===== config.mk =====
export PLATFORM = sky130hd
export DESIGN_NAME = bcd_stopwatch_with_laps
export DESIGN_NICKNAME = d
export VERILOG_FILES = /design/src/rtl/core/bsw_pkg.sv /design/src/rtl/core/bsw_digit_cell.sv /design/src/rtl/core/bsw_button_classifier.sv /design/src/rtl/core/bcd_stopwatch_with_laps.sv
export SDC_FILE = /design/constraint.sdc
export NUM_CORES = 1
export LEC_CHECK = 0
export BUFFER_PORTS_ARGS = -buffer_cell sky130_fd_sc_hd__buf_2
export CAP_MARGIN = 20
export CORE_MARGIN = 2
export CORE_UTILIZATION = 57
export CTS_CLUSTER_SIZE = 14
export DETAILED_ROUTE_END_ITERATION = 10
export PLACE_DENSITY = 0.8
export SYNTH_ARGS = -nofsm -noshare
export SYNTH_HDL_FRONTEND = slang
export SYNTH_SLANG_ARGS = --single-unit

===== constraint.sdc =====
create_clock -name aclk -period 3.47 [get_ports aclk]
set_clock_uncertainty 0.1 [all_clocks]
set_input_delay 0.347 -clock aclk [delete_from_list [all_inputs] [get_ports aclk]]
set_output_delay 0.347 -clock aclk [all_outputs]
set_load 0.1 [all_outputs]

===== src/rtl/core/bsw_pkg.sv =====
// ----------------------------------------------------------------------------
// bsw_pkg
// Shared types, widths, button codes and register indexes of the stopwatch.
// ----------------------------------------------------------------------------
package bsw_pkg;

    localparam int NUM_DIGITS = 5;
    localparam int DIGIT_W    = 4;
    localparam int ADC_W      = 10;
    localparam int TPT_W      = 8;
    localparam int CODE_W     = 3;
    localparam int NUM_THR    = 5;
    localparam int CFG_IDX_W  = 3;
    localparam int CFG_DATA_W = 10;

    typedef logic [DIGIT_W-1:0] digit_t;
    typedef logic [ADC_W-1:0]   adc_t;
    typedef logic [TPT_W-1:0]   tpt_t;
    typedef logic [CODE_W-1:0]  code_t;
    typedef adc_t [NUM_THR-1:0] thr_array_t;

    localparam code_t BTN_NONE   = 3'd0;
    localparam code_t BTN_RIGHT  = 3'd1;
    localparam code_t BTN_UP     = 3'd2;
    localparam code_t BTN_DOWN   = 3'd3;
    localparam code_t BTN_LEFT   = 3'd4;
    localparam code_t BTN_SELECT = 3'd5;

    localparam logic [CFG_IDX_W-1:0] REG_TICKS_PER_TENTH  = 3'd0;
    localparam logic [CFG_IDX_W-1:0] REG_THRESHOLD_RIGHT  = 3'd1;
    localparam logic [CFG_IDX_W-1:0] REG_THRESHOLD_UP     = 3'd2;
    localparam logic [CFG_IDX_W-1:0] REG_THRESHOLD_DOWN   = 3'd3;
    localparam logic [CFG_IDX_W-1:0] REG_THRESHOLD_LEFT   = 3'd4;
    localparam logic [CFG_IDX_W-1:0] REG_THRESHOLD_SELECT = 3'd5;

    localparam tpt_t RST_TICKS_PER_TENTH  = 8'd60;
    localparam adc_t RST_THRESHOLD_RIGHT  = 10'h032;
    localparam adc_t RST_THRESHOLD_UP     = 10'h0C3;
    localparam adc_t RST_THRESHOLD_DOWN   = 10'h17C;
    localparam adc_t RST_THRESHOLD_LEFT   = 10'h22B;
    localparam adc_t RST_THRESHOLD_SELECT = 10'h316;

    localparam digit_t DIGIT_TOP_NINE = 4'd9;
    localparam digit_t DIGIT_TOP_FIVE = 4'd5;

    typedef struct packed {
        logic clr_time;
        logic clr_lap;
        logic clr_prev;
        logic lap_shift;
    } cell_ctl_t;

    // second tens rolls at five, every other position at nine
    function automatic digit_t digit_top(input int idx);
        digit_t top;
        top = (idx == 2) ? DIGIT_TOP_FIVE : DIGIT_TOP_NINE;
        return top;
    endfunction

endpackage


===== src/rtl/core/bsw_digit_cell.sv =====
// ----------------------------------------------------------------------------
// bsw_digit_cell
// One BCD position of the running time and both lap registers, with carry.
// ----------------------------------------------------------------------------
module bsw_digit_cell
    import bsw_pkg::*;
#(
    parameter digit_t DigitTop = DIGIT_TOP_NINE
) (
    input  logic      aclk,
    input  logic      aresetn,
    input  logic      load,
    input  cell_ctl_t ctl,
    input  logic      carry_in,
    output logic      carry_out,
    output digit_t    time_digit,
    output digit_t    lap_digit,
    output digit_t    prev_digit
);

    digit_t time_reg, time_next;
    digit_t lap_reg,  lap_next;
    digit_t prev_reg, prev_next;
    logic   at_top;

    assign at_top    = (time_reg == DigitTop);
    assign carry_out = carry_in && at_top;

    always_comb begin
        time_next = time_reg;
        lap_next  = lap_reg;
        prev_next = prev_reg;
        if (ctl.clr_time) begin
            time_next = '0;
        end else if (carry_in) begin
            time_next = at_top ? digit_t'(0) : digit_t'(time_reg + digit_t'(1));
        end
        if (ctl.clr_lap) begin
            lap_next = '0;
        end else if (ctl.lap_shift) begin
            lap_next = time_reg;
        end
        if (ctl.clr_prev) begin
            prev_next = '0;
        end else if (ctl.lap_shift) begin
            prev_next = lap_reg;
        end
    end

    always_ff @(posedge aclk) begin
        if (!aresetn) begin
            time_reg <= '0;
            lap_reg  <= '0;
            prev_reg <= '0;
        end else if (load) begin
            time_reg <= time_next;
            lap_reg  <= lap_next;
            prev_reg <= prev_next;
        end
    end

    assign time_digit = time_reg;
    assign lap_digit  = lap_reg;
    assign prev_digit = prev_reg;

endmodule


===== src/rtl/core/bsw_button_classifier.sv =====
// ----------------------------------------------------------------------------
// bsw_button_classifier
// Map a button ladder sample to a button code by ordered thresholds.
// ----------------------------------------------------------------------------
module bsw_button_classifier
    import bsw_pkg::*;
(
    input  adc_t       adc_sample,
    input  thr_array_t thresholds,
    output code_t      button_code
);

    logic [NUM_THR-1:0] below;

    always_comb begin
        for (int i = 0; i < NUM_THR; i++) begin
            below[i] = (adc_sample < thresholds[i]);
        end
    end

    always_comb begin
        if (below[0]) begin
            button_code = BTN_RIGHT;
        end else if (below[1]) begin
            button_code = BTN_UP;
        end else if (below[2]) begin
            button_code = BTN_DOWN;
        end else if (below[3]) begin
            button_code = BTN_LEFT;
        end else if (below[4]) begin
            button_code = BTN_SELECT;
        end else begin
            button_code = BTN_NONE;
        end
    end

endmodule


===== src/rtl/core/bcd_stopwatch_with_laps.sv =====
// ----------------------------------------------------------------------------
// bcd_stopwatch_with_laps
// BCD stopwatch MM:SS.t with current and previous lap, driven by a stream of
// timer ticks and button ladder samples.
//
// Input channel s_*: one transaction is a timer tick (s_tuser = 0) or a
// button sample (s_tuser = 1, ten-bit reading in s_tdata). Each input
// transaction yields exactly one result transaction on m_*, carrying the
// time, both laps, the run flag and the decoded button after the update.
// The result is valid in the cycle after acceptance.
// Throughput is one transaction per cycle while results are taken; the state
// registers double as the output register and a ripple carry through five
// digit cells advances the time in the same cycle.
// When m_tready is low with a result pending, s_tready drops and the state
// and result hold until the result is taken.
// Reset clears the time and laps to 00:00.0, pauses the watch and loads the
// default divider and thresholds. The configuration channel is always ready;
// write it only while no transaction is in flight.
// ----------------------------------------------------------------------------
module bcd_stopwatch_with_laps
    import bsw_pkg::*;
(
    input  logic                  aclk,
    input  logic                  aresetn,
    input  logic                  s_tvalid,
    output logic                  s_tready,
    input  logic [15:0]           s_tdata,   // [9:0] adc_sample, [15:10] zero
    input  logic [0:0]            s_tuser,   // [0] action
    output logic                  m_tvalid,
    input  logic                  m_tready,
    output logic [63:0]           m_tdata,   // [19:0] time_bcd, [39:20] lap_bcd,
                                             // [59:40] previous_lap_bcd,
                                             // [60] running, [63:61] button_code
    input  logic                  cfg_valid,
    output logic                  cfg_ready,
    input  logic [CFG_IDX_W-1:0]  cfg_index,
    input  logic [CFG_DATA_W-1:0] cfg_data
);

    tpt_t       tpt_reg;
    thr_array_t thr_reg;
    tpt_t       tick_reg, tick_next;
    logic       paused_reg, paused_next;
    logic       held_reg, held_next;
    code_t      code_reg;
    logic       m_tvalid_reg;

    logic       s_accept;
    logic       is_button;
    adc_t       adc;
    code_t      sample_code;
    logic       tick_run;
    logic       tick_hit;
    logic       act;
    cell_ctl_t  ctl;

    logic   [NUM_DIGITS:0]   carry;
    digit_t [NUM_DIGITS-1:0] time_d;
    digit_t [NUM_DIGITS-1:0] lap_d;
    digit_t [NUM_DIGITS-1:0] prev_d;

    assign s_tready  = !m_tvalid_reg || m_tready;
    assign s_accept  = s_tvalid && s_tready;
    assign is_button = s_tuser[0];
    assign adc       = s_tdata[ADC_W-1:0];
    assign cfg_ready = 1'b1;

    always_ff @(posedge aclk) begin
        if (!aresetn) begin
            tpt_reg    <= RST_TICKS_PER_TENTH;
            thr_reg[0] <= RST_THRESHOLD_RIGHT;
            thr_reg[1] <= RST_THRESHOLD_UP;
            thr_reg[2] <= RST_THRESHOLD_DOWN;
            thr_reg[3] <= RST_THRESHOLD_LEFT;
            thr_reg[4] <= RST_THRESHOLD_SELECT;
        end else if (cfg_valid) begin
            case (cfg_index)
                REG_TICKS_PER_TENTH:  tpt_reg    <= cfg_data[TPT_W-1:0];
                REG_THRESHOLD_RIGHT:  thr_reg[0] <= cfg_data[ADC_W-1:0];
                REG_THRESHOLD_UP:     thr_reg[1] <= cfg_data[ADC_W-1:0];
                REG_THRESHOLD_DOWN:   thr_reg[2] <= cfg_data[ADC_W-1:0];
                REG_THRESHOLD_LEFT:   thr_reg[3] <= cfg_data[ADC_W-1:0];
                REG_THRESHOLD_SELECT: thr_reg[4] <= cfg_data[ADC_W-1:0];
                default: ;
            endcase
        end
    end

    bsw_button_classifier u_classifier (
        .adc_sample  (adc),
        .thresholds  (thr_reg),
        .button_code (sample_code)
    );

    // a divider of zero fires on every tick, same as one
    assign tick_run = s_accept && !is_button && !paused_reg;
    assign tick_hit = ({1'b0, tick_reg} + {{TPT_W{1'b0}}, 1'b1}) >= {1'b0, tpt_reg};
    assign carry[0] = tick_run && tick_hit;

    assign act = s_accept && is_button && (sample_code != BTN_NONE) && !held_reg;

    always_comb begin
        ctl.clr_time  = act && (sample_code == BTN_LEFT);
        ctl.clr_lap   = act && ((sample_code == BTN_LEFT) || (sample_code == BTN_DOWN));
        ctl.clr_prev  = act && (sample_code == BTN_DOWN);
        ctl.lap_shift = act && (sample_code == BTN_UP);
    end

    always_comb begin
        tick_next   = tick_reg;
        paused_next = paused_reg;
        held_next   = held_reg;
        if (tick_run) begin
            tick_next = tick_hit ? tpt_t'(0) : tpt_t'(tick_reg + tpt_t'(1));
        end
        if (s_accept && is_button) begin
            held_next = (sample_code != BTN_NONE);
        end
        if (act) begin
            case (sample_code)
                BTN_LEFT:   paused_next = 1'b1;
                BTN_SELECT: paused_next = !paused_reg;
                default:    paused_next = paused_reg;
            endcase
        end
    end

    always_ff @(posedge aclk) begin
        if (!aresetn) begin
            tick_reg     <= '0;
            paused_reg   <= 1'b1;
            held_reg     <= 1'b0;
            code_reg     <= BTN_NONE;
            m_tvalid_reg <= 1'b0;
        end else begin
            tick_reg   <= tick_next;
            paused_reg <= paused_next;
            held_reg   <= held_next;
            if (s_accept) begin
                code_reg     <= is_button ? sample_code : BTN_NONE;
                m_tvalid_reg <= 1'b1;
            end else if (m_tready) begin
                m_tvalid_reg <= 1'b0;
            end
        end
    end

    for (genvar g = 0; g < NUM_DIGITS; g++) begin : g_cell
        bsw_digit_cell #(
            .DigitTop (digit_top(g))
        ) u_cell (
            .aclk       (aclk),
            .aresetn    (aresetn),
            .load       (s_accept),
            .ctl        (ctl),
            .carry_in   (carry[g]),
            .carry_out  (carry[g+1]),
            .time_digit (time_d[g]),
            .lap_digit  (lap_d[g]),
            .prev_digit (prev_d[g])
        );
    end

    assign m_tvalid = m_tvalid_reg;
    assign m_tdata  = {code_reg, !paused_reg, prev_d, lap_d, time_d};

    // top carry out wraps 99:59.9 to zero and is dropped
    logic unused_carry;
    assign unused_carry = carry[NUM_DIGITS];

endmodule


* Word level (Yosys, flattened, before mapping)
Index checks and enable logic that the tools add are counted.
** Word-level totals
- Bits in registers :: 132
- Output and inout bits :: 67
** Cells by class
- $add $sub $neg :: 7
- Order comparisons :: 6
- Equal/unequal tests :: 14
- Multiplexer cells :: 45
- Reductions and logical operators :: 46
** Operators with widths (number)
- two-way mux 4 bit :: 35
- less-than comparator 10 bit :: 5
- AND reduction 2 bit :: 14
- adder 4 x 1 -> 4 bit, second input constant :: 5
- two-way mux 3 bit :: 6
- nonzero test 2 bit :: 9
- equality test 4 bit, second input constant :: 4
- logical AND 1 bit :: 15
- equality test 3 x 2 -> 1 bit, second input constant :: 4
- equality test 3 bit, second input constant :: 4
- adder 8 x 1 -> 9 bit, second input constant :: 1
- >= comparator 9 x 8 -> 1 bit :: 1
- adder 8 x 1 -> 8 bit, second input constant :: 1
- two-way mux 8 bit :: 1
- equality test 4 x 3 -> 1 bit, second input constant :: 1
- zero test 1 bit :: 4
- equality test 3 x 1 -> 1 bit, second input constant :: 1
- zero test 3 bit :: 1
- nonzero test 3 bit :: 1
- logical OR 1 bit :: 2
- two-way mux 1 bit :: 2
- case mux 1 bit (2 select lines) :: 1

* Logic depth before layout (Yosys ltp)
- Depth in word-level cells :: 12
- Mapped depth :: 12
- Gate-level depth less buffers :: 11

* Hierarchy
From an unflattened synthesis, not the netlist that was laid out.
** Unflattened totals
- Cell total of the unflattened synthesis :: 830
- Area total of the unflattened synthesis :: 6902.9 µm²
** Modules (own cells, without submodules)
- bcd_stopwatch_with_laps :: times used 1, cells an instance 389, area each 3039.2 µm², sequential area each 1441.4 µm²
- bsw_digit_cell (g_cell[0].u_cell ...) :: times used 4, cells an instance 57, area each 549.3 µm², sequential area each 240.2 µm²
- bsw_button_classifier :: times used 1, cells an instance 156, area each 1147.4 µm², sequential area each 0.0 µm²
- bsw_digit_cell (g_cell[2].u_cell) :: times used 1, cells an instance 57, area each 519.2 µm², sequential area each 240.2 µm²

* Worst setup path after synthesis
No wires, ideal clock.
- Path kind :: register -> register
- Start point :: register m_tvalid_reg (netlist: m_tvalid)
- End point :: register g_cell[4].u_cell.time_reg[3]
- Setup time :: 0.074 ns
- Data arrival time :: 2.991 ns
- Required time :: 3.296 ns
- Slack :: 0.304 ns
- Cell stages (with the launch flop) :: 7
- Buffers on the path :: 0
- Period minus slack after synthesis :: 3.166 ns
- Cells stage by stage :: dfxtp_1 nand2b_2 nor4b_4 nand3_2 or4b_4 or4b_1 a31oi_1
** Between the ends
- Word-level cells in the longest chain between the ends :: 12
- Elaborated cells between the ends (all ways) :: 17
- Those cells by class :: mux (1); reduce/logical (16)
** Ends and longest elaborated chain
- start: declaration :: RTL line bcd_stopwatch_with_laps.sv:46 : logic m_tvalid_reg;
- start signal: assignment :: RTL line bcd_stopwatch_with_laps.sv:134 : m_tvalid_reg <= 1'b0;
- start signal: assignment :: RTL line bcd_stopwatch_with_laps.sv:141 : m_tvalid_reg <= 1'b1;
- start signal: assignment :: RTL line bcd_stopwatch_with_laps.sv:143 : m_tvalid_reg <= 1'b0;
- zero test 1 bit (*) :: RTL line bcd_stopwatch_with_laps.sv:62 : assign s_tready = !m_tvalid_reg || m_tready;
- logical OR 1 bit (*) :: RTL line bcd_stopwatch_with_laps.sv:62
- via s_tready :: RTL line bcd_stopwatch_with_laps.sv:26 : output logic s_tready,
- logical AND 1 bit (*) :: RTL line bcd_stopwatch_with_laps.sv:63 : assign s_accept = s_tvalid && s_tready;
- logical AND 1 bit (2 in a row) :: RTL line bcd_stopwatch_with_laps.sv:96 : assign tick_run = s_accept && !is_button && !paused_reg;
- logical AND 1 bit :: RTL line bcd_stopwatch_with_laps.sv:98 : assign carry[0] = tick_run && tick_hit;
- logical AND 1 bit (4 in a row) :: RTL line bsw_digit_cell.sv:27 : assign carry_out = carry_in && at_top;
- nonzero test 2 bit (no line)
- AND reduction 2 bit (no line)
- end signal: assignment :: RTL line bsw_digit_cell.sv:56 : time_reg <= time_next;
- end: declaration :: RTL line bsw_digit_cell.sv:21 : digit_t time_reg, time_next;
Mark *: on every way through the listed nets, which the timed path passes. The rest lies on a longest branch.
A chain may end at the register's enable or synchronous reset.

* Final worst setup path
- Start point :: register tick_reg[0]
- End point :: register g_cell[4].u_cell.time_reg[3]
** Between the ends
- Word-level cells in the longest chain between the ends :: 9
** Ends and longest elaborated chain
- start: declaration :: RTL line bcd_stopwatch_with_laps.sv:42 : tpt_t tick_reg, tick_next;
- start signal: assignment :: RTL line bcd_stopwatch_with_laps.sv:136 : tick_reg <= tick_next;
- adder 8 x 1 -> 9 bit :: RTL line bcd_stopwatch_with_laps.sv:97 : assign tick_hit = ({1'b0, tick_reg} + {{TPT_W{1'b0}}, 1'b1}) >= {1'b0, tpt_reg};
- >= comparator 9 x 8 -> 1 bit :: RTL line bcd_stopwatch_with_laps.sv:97
- logical AND 1 bit :: RTL line bcd_stopwatch_with_laps.sv:98
- logical AND 1 bit (4 in a row) :: RTL line bsw_digit_cell.sv:27
- nonzero test 2 bit (no line)
- AND reduction 2 bit (no line)
Every way passes these cells.

==> flow_summary_export.csv <==
group,metric,value,unit
setup_path,cp_slowest_cell,"or4b_4",
timing,worst_pin_slew,0.881,ns
final_layout,largest_reg_flops,50,
floorplanning,dieHeight,114,um
power,p_leak,3.43,nW
global_route,grt_pass1_vias,5882,
floorplanning,dieArea,12900,um^2
flow_run,cap_violations,0,
synth,ys_ff_latch,132,
power,peakVddDrop,0.000282,V
timing,finalCritPeriodShare,0.933,
route,post_drt_wl_per_cell,15.9,um
cts,numClockSinks,132,
timing,max_clock_freq,309,MHz
floorplanning,initial_core_util,0.577,
final_layout,final_cell_mix,"142 x nand2_1, 131 x dfxtp_1, 94 x buf_2",
timing,fin_setup_tns,0,ns
global_route,use_met2,0.419,
cts,root_buffer,"clkbuf_16",
cts,cts_tree,"yes",
synth,synth_area,6850,um^2
global_route,met1_usage,0.385,
setup_path,worstSetupStartpointType,"flip-flop",
setup_path,end_kind,"flip-flop",
synth,synth_cell_type_count,63,
setup_path,cp_data_required_time,3.72,ns
placement,dpl.cell_count,1056,
route,drtIter0Drc,493,
synth,dominantRegCellSynth,"dfxtp_1",
floorplanning,core,11900,um^2
route,drt_wl_total,17.3,mm
route,final_antenna_net_count,0,
final_layout,diodes,0,
setup_path,cp.arrival,3.48,ns
setup_path,critPathKind,"flip-flop to flip-flop",
timing,slew_headroom,0.409,
route,drc_errors,0,
outcome,status,"finished clean",
timing,rsz0062_at_grt,"false",
final_layout,fin_nets,1027,
global_route,track_usage,0.277,
placement,gp_congestion,0.853,
synth,ys_async_sr_fraction,0,
route,firstDrtPassIters,5,
synth,synth_top_area_cell,"dfxtp_1",
global_route,grt_max_degree,67,
setup_path,crit_top_cell,"ha_1",
cts,cts_buffers,17,
global_route,grt_first_pass_wirelength,28.6,mm
synth,yosysWarnings,0,
floorplanning,rows,40,
global_route,grt_util_met3,0.0664,
power,powerDensity,454,nW/um^2
global_route,overflow,0,
route,viasPerCell,5.80,
global_route,gr-max-usage-layer,"met2",
final_layout,final_cells,1086,
cts,clock_latency,0.42,ns
final_layout,final_common_cell,"nand2_1",
cts,clk_pin_slew,0.05,ns
timing,finalCriticalPeriod,3.24,ns
synth,synthTopCellsByArea,"dfxtp_1 39%, ha_1 12%, nand2_1 7.8%",
cts,cts.hold.buffers_added,0,
synth,ys_seq_area_frac,0.386,
synth,syn_area_per_cell,8.02,um^2
route,num_vias,6295,
synth,synthesis.nets,953,
worst_hold_path,min_path_type,"input pin to flip-flop",
timing,report.final.slew_viol_count,0,
synth,synthCells,854,
placement,dp_hpwl,11.9,mm
global_route,antenna_found_initial,0,
floorplanning,fp.dieW,114,um
floorplanning,ios,102,
final_layout,layout-drive-gt1-share,0.163,
synth,netlist.area_leader.share,0.386,
final_layout,syn_to_final_growth,16.8,%
setup_path,crit_fanout,8,
timing,setup_viol,0,
setup_path,path_cells,"ha_1 > nand3_2 > nor2_1 > xor2_1 > ha_1 > and3_1 > o211a_1 > a211oi_4 > or4b_4 > or4b_1 > a31oi_1",
synth,synth-edff-count,0,
cts,htree_num_levels,4,
placement,io_buffers,94,
cts,clockBufferDepth,2,
timing,hold_viol,0,
setup_path,slowest_delay,0.60,ns
synthesized netlist by cell type (9+ instances only):
| library cell | count |
|---|---|
| and3_1 | 9 |
| nand2_1 | 142 |
| inv_1 | 66 |
| o211ai_1 | 26 |
| a21oi_1 | 80 |
| ha_1 | 64 |
| dfxtp_1 | 132 |
| nor2_1 | 45 |
| nand3_1 | 19 |
| clkbuf_1 | 47 |
| o21ai_0 | 55 |
| nand4_1 | 45 |
| and2_1 | 15 |
where the power goes:
| group | total, W | internal [W] | switching (W) |
|---|---|---|---|
| clock network | 0.00176 | 0.00114 | 0.000621 |
| registers | 0.00155 | 0.00154 | 0.00000945 |
| logic | 0.000317 | 0.0000897 | 0.000227 |
| total | 0.00363 | 0.00277 | 0.000857 |
critical path, delay by kind of cell (launching register included):
kind / cells / cell delay (ns)
adder cells (fa/ha/maj): 2 / 0.54
AND/OR/NAND/NOR: 5 / 1.61
AO/OA/AOI/OAI: 3 / 0.47
XOR/XNOR: 1 / 0.09
flip-flops: 1 / 0.38
layout make-up:
class	count	area (um^2)
fillers	998	3860
flip-flops and latches	132	2640
repair buffers	105	553
inverters	68	255
clock buffers	26	509
multi-input cells	604	3780
clock inverters	4	70.1
well taps	147	184
logic make-up after synthesis:
| kind of cell | synth area share |
|---|---|
| buffers and inverters | 0.0652 |
| xor gates and xnor gates | 0.0166 |
| other | 0.000548 |
| and+or+nand+nor | 0.229 |
| DFF | 0.386 |
| muxes | 0.00731 |
| adders and majority gates | 0.117 |
| AOI/OAI and AO/OA | 0.179 |
layer usage:
layer,wire length (um),part of all wire
met5,0,0
met4,417,0.024
met2,7740,0.45
met3,1120,0.065
met1,7980,0.46
per-stage QoR:
stage,setup slack [ns],power (W),hold WS [ns],instance area [um^2],utilization
floorplan,0.304,0.00179,0.332,6850,-
global placement,0.287,0.00188,0.341,7410,0.625
detailed placement,0.235,0.00189,0.347,7410,0.625
CTS,0.225,0.00364,0.125,7990,0.674
global route,0.0343,0.00374,0.145,8000,0.674
finish,0.233,0.00363,0.138,8000,0.674
worst paths after layout:
| check | from | endpoint | slack (ns) | cells past startpoint |
|---|---|---|---|---|
| worst min-delay path | cfg_data[8] | thr_reg[38]$_SDFFE_PN0P_ | 0.14 | 3 |
| worst min register to register | thr_reg[19]$_SDFFE_PN0P_ | thr_reg[19]$_SDFFE_PN0P_ | 0.35 | 2 |
| worst max-delay path | tick_reg[0]$_SDFFE_PN0P_ | g_cell[4].u_cell.time_digit[3]$_SDFFE_PN0P_ | 0.23 | 11 |
| worst max register to register | tick_reg[0]$_SDFFE_PN0P_ | g_cell[4].u_cell.time_digit[3]$_SDFFE_PN0P_ | 0.23 | 11 |
repair_timing:
item	CTS	global route
endpoints found under the setup margin	0	8
buffers inserted	0	0
resized for setup	0	2
(Power assumes the default switching activity.)
